--- config.mk ---
export PLATFORM = sky130hd
export DESIGN_NAME = tkbpq_ctrl
export DESIGN_NICKNAME = d
export VERILOG_FILES = /design/src/rtl/core/two_key_bucket_priority_queue_macros.svh /design/src/rtl/core/tkbpq_pkg.sv /design/src/rtl/core/tkbpq_ctrl.sv
export SDC_FILE = /design/constraint.sdc
export NUM_CORES = 1
export LEC_CHECK = 0
export ABC_CLOCK_PERIOD_IN_PS = 3710
export BUFFER_PORTS_ARGS = -buffer_cell sky130_fd_sc_hd__clkbuf_2
export CORE_AREA = 2 2 39 41
export CTS_CLUSTER_DIAMETER = 30
export DETAILED_ROUTE_END_ITERATION = 8
export DIE_AREA = 0 0 41 43
export PLACE_DENSITY_LB_ADDON = 0.08
export SYNTH_ARGS = -nofsm -noshare
export SYNTH_HDL_FRONTEND = slang
export SYNTH_SLANG_ARGS = --single-unit
--- constraint.sdc ---
create_clock -name clock -period 3.71 [get_ports clock]
set_input_delay 0.742 -clock clock [delete_from_list [all_inputs] [get_ports clock]]
set_output_delay 0.742 -clock clock [all_outputs]
set_load 0.005 [all_outputs]
--- src/rtl/core/two_key_bucket_priority_queue_macros.svh ---
`ifndef TWO_KEY_BUCKET_PRIORITY_QUEUE_MACROS_SVH
`define TWO_KEY_BUCKET_PRIORITY_QUEUE_MACROS_SVH

// Property that must hold at every clock edge outside reset.
`define TKBPQ_ASSERT(label, clk, rst, prop, msg) \
   label: assert property (@(posedge clk) disable iff (rst) (prop)) else $error(msg);

// Antecedent in one cycle implies the consequent in the next.
`define TKBPQ_ASSERT_NEXT(label, clk, rst, ante, cons, msg) \
   label: assert property (@(posedge clk) disable iff (rst) (ante) |=> (cons)) else $error(msg);

`endif

--- src/rtl/core/tkbpq_pkg.sv ---
package tkbpq_pkg;

   localparam int F_LEVELS_DEF = 128;
   localparam int H_LEVELS_DEF = 64;
   localparam int CAPACITY_DEF = 1024;

   localparam logic [1:0] STATUS_OK    = 2'd0;
   localparam logic [1:0] STATUS_EMPTY = 2'd1;
   localparam logic [1:0] STATUS_RANGE = 2'd2;
   localparam logic [1:0] STATUS_FULL  = 2'd3;

   localparam logic REQ_PUSH = 1'b0;
   localparam logic REQ_POP  = 1'b1;

   typedef enum logic [3:0] {
      ST_IDLE,
      ST_PUSH_RD,
      ST_PUSH_WR,
      ST_POP_RD,
      ST_POP_UPD,
      ST_ROW_RD,
      ST_ROW_FFS,
      ST_HEAD_RD,
      ST_HEAD_LD,
      ST_HANDLE_RD,
      ST_HANDLE_LD,
      ST_DONE
   } state_type;

   typedef struct packed {
      logic capture;
      logic push_rd;
      logic push_wr;
      logic pop_rd;
      logic pop_upd;
      logic row_rd;
      logic row_ffs;
      logic head_rd;
      logic head_ld;
      logic handle_rd;
      logic handle_ld;
      logic load_rsp;
   } dp_cmd_type;

   typedef struct packed {
      logic req_pop;
      logic req_err;
      logic tail;
      logic row_left;
      logic any_left;
      logic none_held;
   } dp_status_type;

endpackage

--- src/rtl/core/tkbpq_ctrl.sv ---
module tkbpq_ctrl (
   input  logic                    clock,
   input  logic                    reset,
   input  logic                    req_valid,
   output logic                    req_ready,
   output logic                    rsp_valid,
   input  logic                    rsp_ready,
   input  tkbpq_pkg::dp_status_type dp_status,
   output tkbpq_pkg::dp_cmd_type    dp_cmd
);
   import tkbpq_pkg::*;

   state_type state_ff, state_in;
   logic      rsp_valid_ff, rsp_valid_in;
   logic      rsp_free;

   assign rsp_free  = !rsp_valid_ff || rsp_ready;
   assign req_ready = (state_ff == ST_IDLE);
   assign rsp_valid = rsp_valid_ff;

   always_comb begin
      state_in = state_ff;
      unique case (state_ff)
         ST_IDLE: begin
            if (req_valid) begin
               if (dp_status.req_err) state_in = ST_DONE;
               else if (dp_status.req_pop) state_in = ST_POP_RD;
               else state_in = ST_PUSH_RD;
            end
         end
         ST_PUSH_RD:   state_in = ST_PUSH_WR;
         ST_PUSH_WR:   state_in = ST_DONE;
         ST_POP_RD:    state_in = ST_POP_UPD;
         ST_POP_UPD: begin
            if (dp_status.none_held) state_in = ST_DONE;
            else if (!dp_status.tail) state_in = ST_HANDLE_RD;
            else if (dp_status.row_left) state_in = ST_HEAD_RD;
            else if (dp_status.any_left) state_in = ST_ROW_RD;
            else state_in = ST_DONE;
         end
         ST_ROW_RD:    state_in = ST_ROW_FFS;
         ST_ROW_FFS:   state_in = ST_HEAD_RD;
         ST_HEAD_RD:   state_in = ST_HEAD_LD;
         ST_HEAD_LD:   state_in = ST_HANDLE_RD;
         ST_HANDLE_RD: state_in = ST_HANDLE_LD;
         ST_HANDLE_LD: state_in = ST_DONE;
         ST_DONE: begin
            if (rsp_free) state_in = ST_IDLE;
         end
         default:      state_in = ST_IDLE;
      endcase
   end

   always_comb begin
      dp_cmd           = '0;
      dp_cmd.capture   = (state_ff == ST_IDLE) && req_valid;
      dp_cmd.push_rd   = (state_ff == ST_PUSH_RD);
      dp_cmd.push_wr   = (state_ff == ST_PUSH_WR);
      dp_cmd.pop_rd    = (state_ff == ST_POP_RD);
      dp_cmd.pop_upd   = (state_ff == ST_POP_UPD);
      dp_cmd.row_rd    = (state_ff == ST_ROW_RD);
      dp_cmd.row_ffs   = (state_ff == ST_ROW_FFS);
      dp_cmd.head_rd   = (state_ff == ST_HEAD_RD);
      dp_cmd.head_ld   = (state_ff == ST_HEAD_LD);
      dp_cmd.handle_rd = (state_ff == ST_HANDLE_RD);
      dp_cmd.handle_ld = (state_ff == ST_HANDLE_LD);
      dp_cmd.load_rsp  = (state_ff == ST_DONE) && rsp_free;
   end

   always_comb begin
      rsp_valid_in = rsp_valid_ff;
      if (dp_cmd.load_rsp) rsp_valid_in = 1'b1;
      else if (rsp_ready) rsp_valid_in = 1'b0;
   end

   always_ff @(posedge clock) begin
      if (reset) begin
         state_ff     <= ST_IDLE;
         rsp_valid_ff <= 1'b0;
      end else begin
         state_ff     <= state_in;
         rsp_valid_ff <= rsp_valid_in;
      end
   end

endmodule

# Yosys cells after proc, flatten, opt, wreduce, memory -nomap -nowiden
# Index checks and enable logic that the tools add are counted.
word_totals:
  ff_bits: 5
  in_bits: 10
  output_inout_bits: 14
  word_cells: 34
op_classes:
  n_eq_ne: 13
  mux: 11
  n_reduce_logical: 8
op_table:
  columns: ["operator", "count"]
  rows:
  - ["4-bit case mux with 11 select lines", 1]
  - ["4-bit 2-to-1 mux", 7]
  - ["4-bit by 3-bit equality test with 1-bit output (second input constant)", 4]
  - ["4-bit equality test (second input constant)", 4]
  - ["4-bit by 2-bit equality test with 1-bit output (second input constant)", 2]
  - ["4-bit by 1-bit equality test with 1-bit output (second input constant)", 1]
  - ["4-bit zero test", 1]
  - ["2-bit != test (second input constant)", 2]
  - ["1-bit logical AND", 2]
  - ["1-bit 2-to-1 mux", 2]
  - ["2-bit 2-to-1 mux", 1]
  - ["2-bit AND reduction", 1]
  - ["2-bit nonzero test", 1]
  - ["2-bit OR reduction", 1]
  - ["1-bit zero test", 1]
  - ["1-bit logical OR", 1]

# Longest topological paths before layout
depth:
  depth_word: 5
  mapped_depth: 5
  mapped_depth_nobuf: 4

# Worst setup path before layout
# OpenSTA, ideal clock, no wires.
synth_timing:
  path_type: "input to output"
  from: "input port rsp_ready"
  to: "output port dp_cmd[0] (netlist name)"
  t_arrival_ps: 1149
  t_required_ps: 2968
  path_slack_ps: 1819
  cell_stages: 3
  cell_sequence: "nand2b_1 -> nor2b_1 -> buf_4"
synth_rtl:
  columns: ["item", "line", "rtl"]
  rows:
  - ["from (decl)", "tkbpq_ctrl.sv:7", "input logic rsp_ready,"]
  - ["to (decl)", "tkbpq_ctrl.sv:9", "output tkbpq_pkg::dp_cmd_type dp_cmd"]

==> flow_summary.json <==
{
  "synth_cell_types": 24,
  "crit-reg2reg-launch": "state_ff[3]",
  "yosysWarningCount": 0,
  "ios": 24,
  "detail-route-antenna-nets": 0,
  "setup_viol": 0,
  "first_pass_iters": 4,
  "rsz0062_at_grt": "no",
  "grt_overflow": 0,
  "numCtsBuffers": 3,
  "drc": 0,
  "finalClockSkew_ns": 0.00109,
  "nNetsFinal": 95,
  "seq_power_share_pct": 39.1,
  "avgSynthCellArea_um2": 6.94,
  "final.setup.tns_ns": 0,
  "clockBufferDepth": 2,
  "r2r-end": "state_ff[3]",
  "via_per_inst": 4.92,
  "mostFrequentLayoutCell": "clkbuf_2",
  "grt_pass1_vias": 429,
  "crit_type": "register to output port",
  "grt_max_degree": 17,
  "slew_headroom_pct": 65.5,
  "die_height_um": 43,
  "clockRootBuffer": "clkbuf_4",
  "synth.net_count": 72,
  "dpl.hpwl_um": 805,
  "worstSetupEndpointType": "output port",
  "status": "finished clean",
  "worstPathRequired_ns": 2.97,
  "synth_top_area_share_pct": 23.3,
  "dieArea_mm2": 0.00176,
  "track_usage_pct": 14.3,
  "drv_cap": 0,
  "antenna_found_initial": 0,
  "ff2ff_path_depth": 4,
  "portBuffers": 23,
  "core-area_mm2": 0.00138,
  "power_frac_clock_pct": 25.9,
  "start_util_pct": 31.1,
  "cp-startpoint": "state_ff[1]",
  "fin_crit_sh_pct": 57.3,
  "clock_latency_ns": 0.23,
  "total_leakage_power_nw": 0.247,
  "cts_setup_buffers": 0,
  "combPwrFrac_pct": 35.0,
  "drive_gt1_share_pct": 33.3,
  "ir_drop_mv": 0.247,
  "drv_slew": 0,
  "min_path_cells": 2,
  "post_cts_resized": 0,
  "power.density_mw_per_mm2": 417,
  "row_count": 14,
  "path_max_fanout": 14,
  "dpl-instance-area_um2": 533,
  "finish.instance_area_um2": 559,
  "sw_frac_of_total_pct": 37.1,
  "synth-seq-cells": 5,
  "min_from": "rsp_valid",
  "dr.first_iter.drc_count": 4,
  "period_minus_slack_ns": 2.12,
  "wl_per_cell_um": 10.8,
  "synth_seq_area_share_pct": 23.3,
  "diodes": 0,
  "synth_area_leaders": "dfxtp_1 23%, nor3_1 8.1%, nand2b_1 7.3%",
  "cts_max_level": 1,
  "hold_path_end": "rsp_valid",
  "clk_pin_slew_worst_paths_ns": 0.04,
  "grt_pass1_wl_um": 1700,
  "max_freq_ghz": 0.471,
  "place.gp.congestion": 0.678,
  "yosysTopAreaCell": "dfxtp_1",
  "area_growth_pct": 29.9,
  "finalHoldViolCount": 0,
  "worst_slew_pin_slew_ns": 0.517,
  "netlist_instances": 62,
  "worst_setup_path_start_kind": "register",
  "p_int_w": 0.000146,
  "cts_tree": "done",
  "vias": 492,
  "final_cell_mix": "23 x clkbuf_2, 8 x nor2_1, 7 x nor3_1",
  "arrival_ns": 1.38,
  "wl_um": 1080,
  "hold_class": "register to register",
  "cts.sinks": 5,
  "cts_hold_repair.buffers": 0,
  "rrSetupSlack_ns": 2.13,
  "die_w_um": 41,
  "power_switching_w": 0.0000866,
  "netlist_area_um2": 430
}
kinds of logic after synthesis:
logic type,Yosys count,synth area share [%]
AND/OR/NAND/NOR,36,44.5
AO/OA/AOI/OAI,13,20.9
flip-flops,5,23.3
XOR/XNOR,1,2.04
buffers and inverters,7,9.30
worst max-delay path, cell delays in order, from the launching register on:
cell and delay, ns:
dfxtp_1 0.59, nand2_1 0.19, nor2_1 0.22, clkbuf_2 0.14
worst max path at each step:
stage,endpoint,slack (ns)
2_1_floorplan,dp_cmd[0],1.82
3_3_place_gp,dp_cmd[0],1.75
3_5_place_dp,dp_cmd[0],1.75
4_1_cts,dp_cmd[4],1.58
5_1_grt,dp_cmd[0],1.45
6_report,dp_cmd[4],1.59
flip-flops by register name, indices dropped and copies added (netlist names):
signal,count
state_ff,4
rsp_valid,1
layer usage:
layer / vias up / part of all wire, % / GRT usage, %
li1: 264 / - / -
met1: 215 / 48 / 17.4
met2: 11 / 48 / 20.9
met3: 2 / 3.5 / 3.14
met4: 0 / 0.74 / 10.0
met5: - / 0 / 0
Yosys cell counts:
| library cell | number |
|---|---|
| nor4bb_1 | 1 |
| o32ai_2 | 1 |
| o211ai_1 | 1 |
| inv_1 | 2 |
| nor3b_1 | 1 |
| nor4_1 | 2 |
| o21ai_0 | 3 |
| and3_1 | 1 |
| dfxtp_1 | 5 |
| nand2b_1 | 5 |
| or3_1 | 1 |
| nand2_1 | 5 |
| or2_1 | 1 |
| nor2_1 | 8 |
| xor2_1 | 1 |
| buf_2 | 2 |
| nor3_1 | 7 |
| buf_4 | 3 |
| o41a_2 | 1 |
| and2_1 | 1 |
| nand4b_1 | 1 |
| a21oi_1 | 6 |
| o31a_1 | 1 |
| nor2b_1 | 2 |
power by group through the flow:
stage	clock, W	combinational (W)	sequential, W
global route	0.0000686	0.0000940	0.0000936
global placement	0	0.0000821	0.0000923
floorplan	0	0.0000771	0.0000700
CTS	0.0000643	0.0000828	0.0000911
detailed placement	0	0.0000825	0.0000919
finish	0.0000603	0.0000815	0.0000912
stage by stage:
stage / cells / worst slack [ns] / hold slack (ns) / util (%) / power [W]
after detailed placement: 96 / 1.75 / 0.528 / 38.5 / 0.000174
after global placement: 96 / 1.75 / 0.523 / 38.5 / 0.000174
after floorplan: 62 / 1.82 / 0.509 / - / 0.000147
final: 100 / 1.59 / 0.527 / 40.4 / 0.000233
after CTS: 100 / 1.58 / 0.534 / 40.4 / 0.000238
after global routing: 100 / 1.45 / 0.591 / 40.4 / 0.000256
cell type report:
| cell class | instances | area (um2) |
|---|---|---|
| clock buffers | 4 | 26.3 |
| fillers | 161 | 825 |
| inverters | 2 | 7.51 |
| multi-input cells | 50 | 290 |
| flip-flops and latches | 5 | 100 |
| well taps | 16 | 20.0 |
| repair buffers | 23 | 115 |
Note: power is estimated with default switching activity, not from simulation.
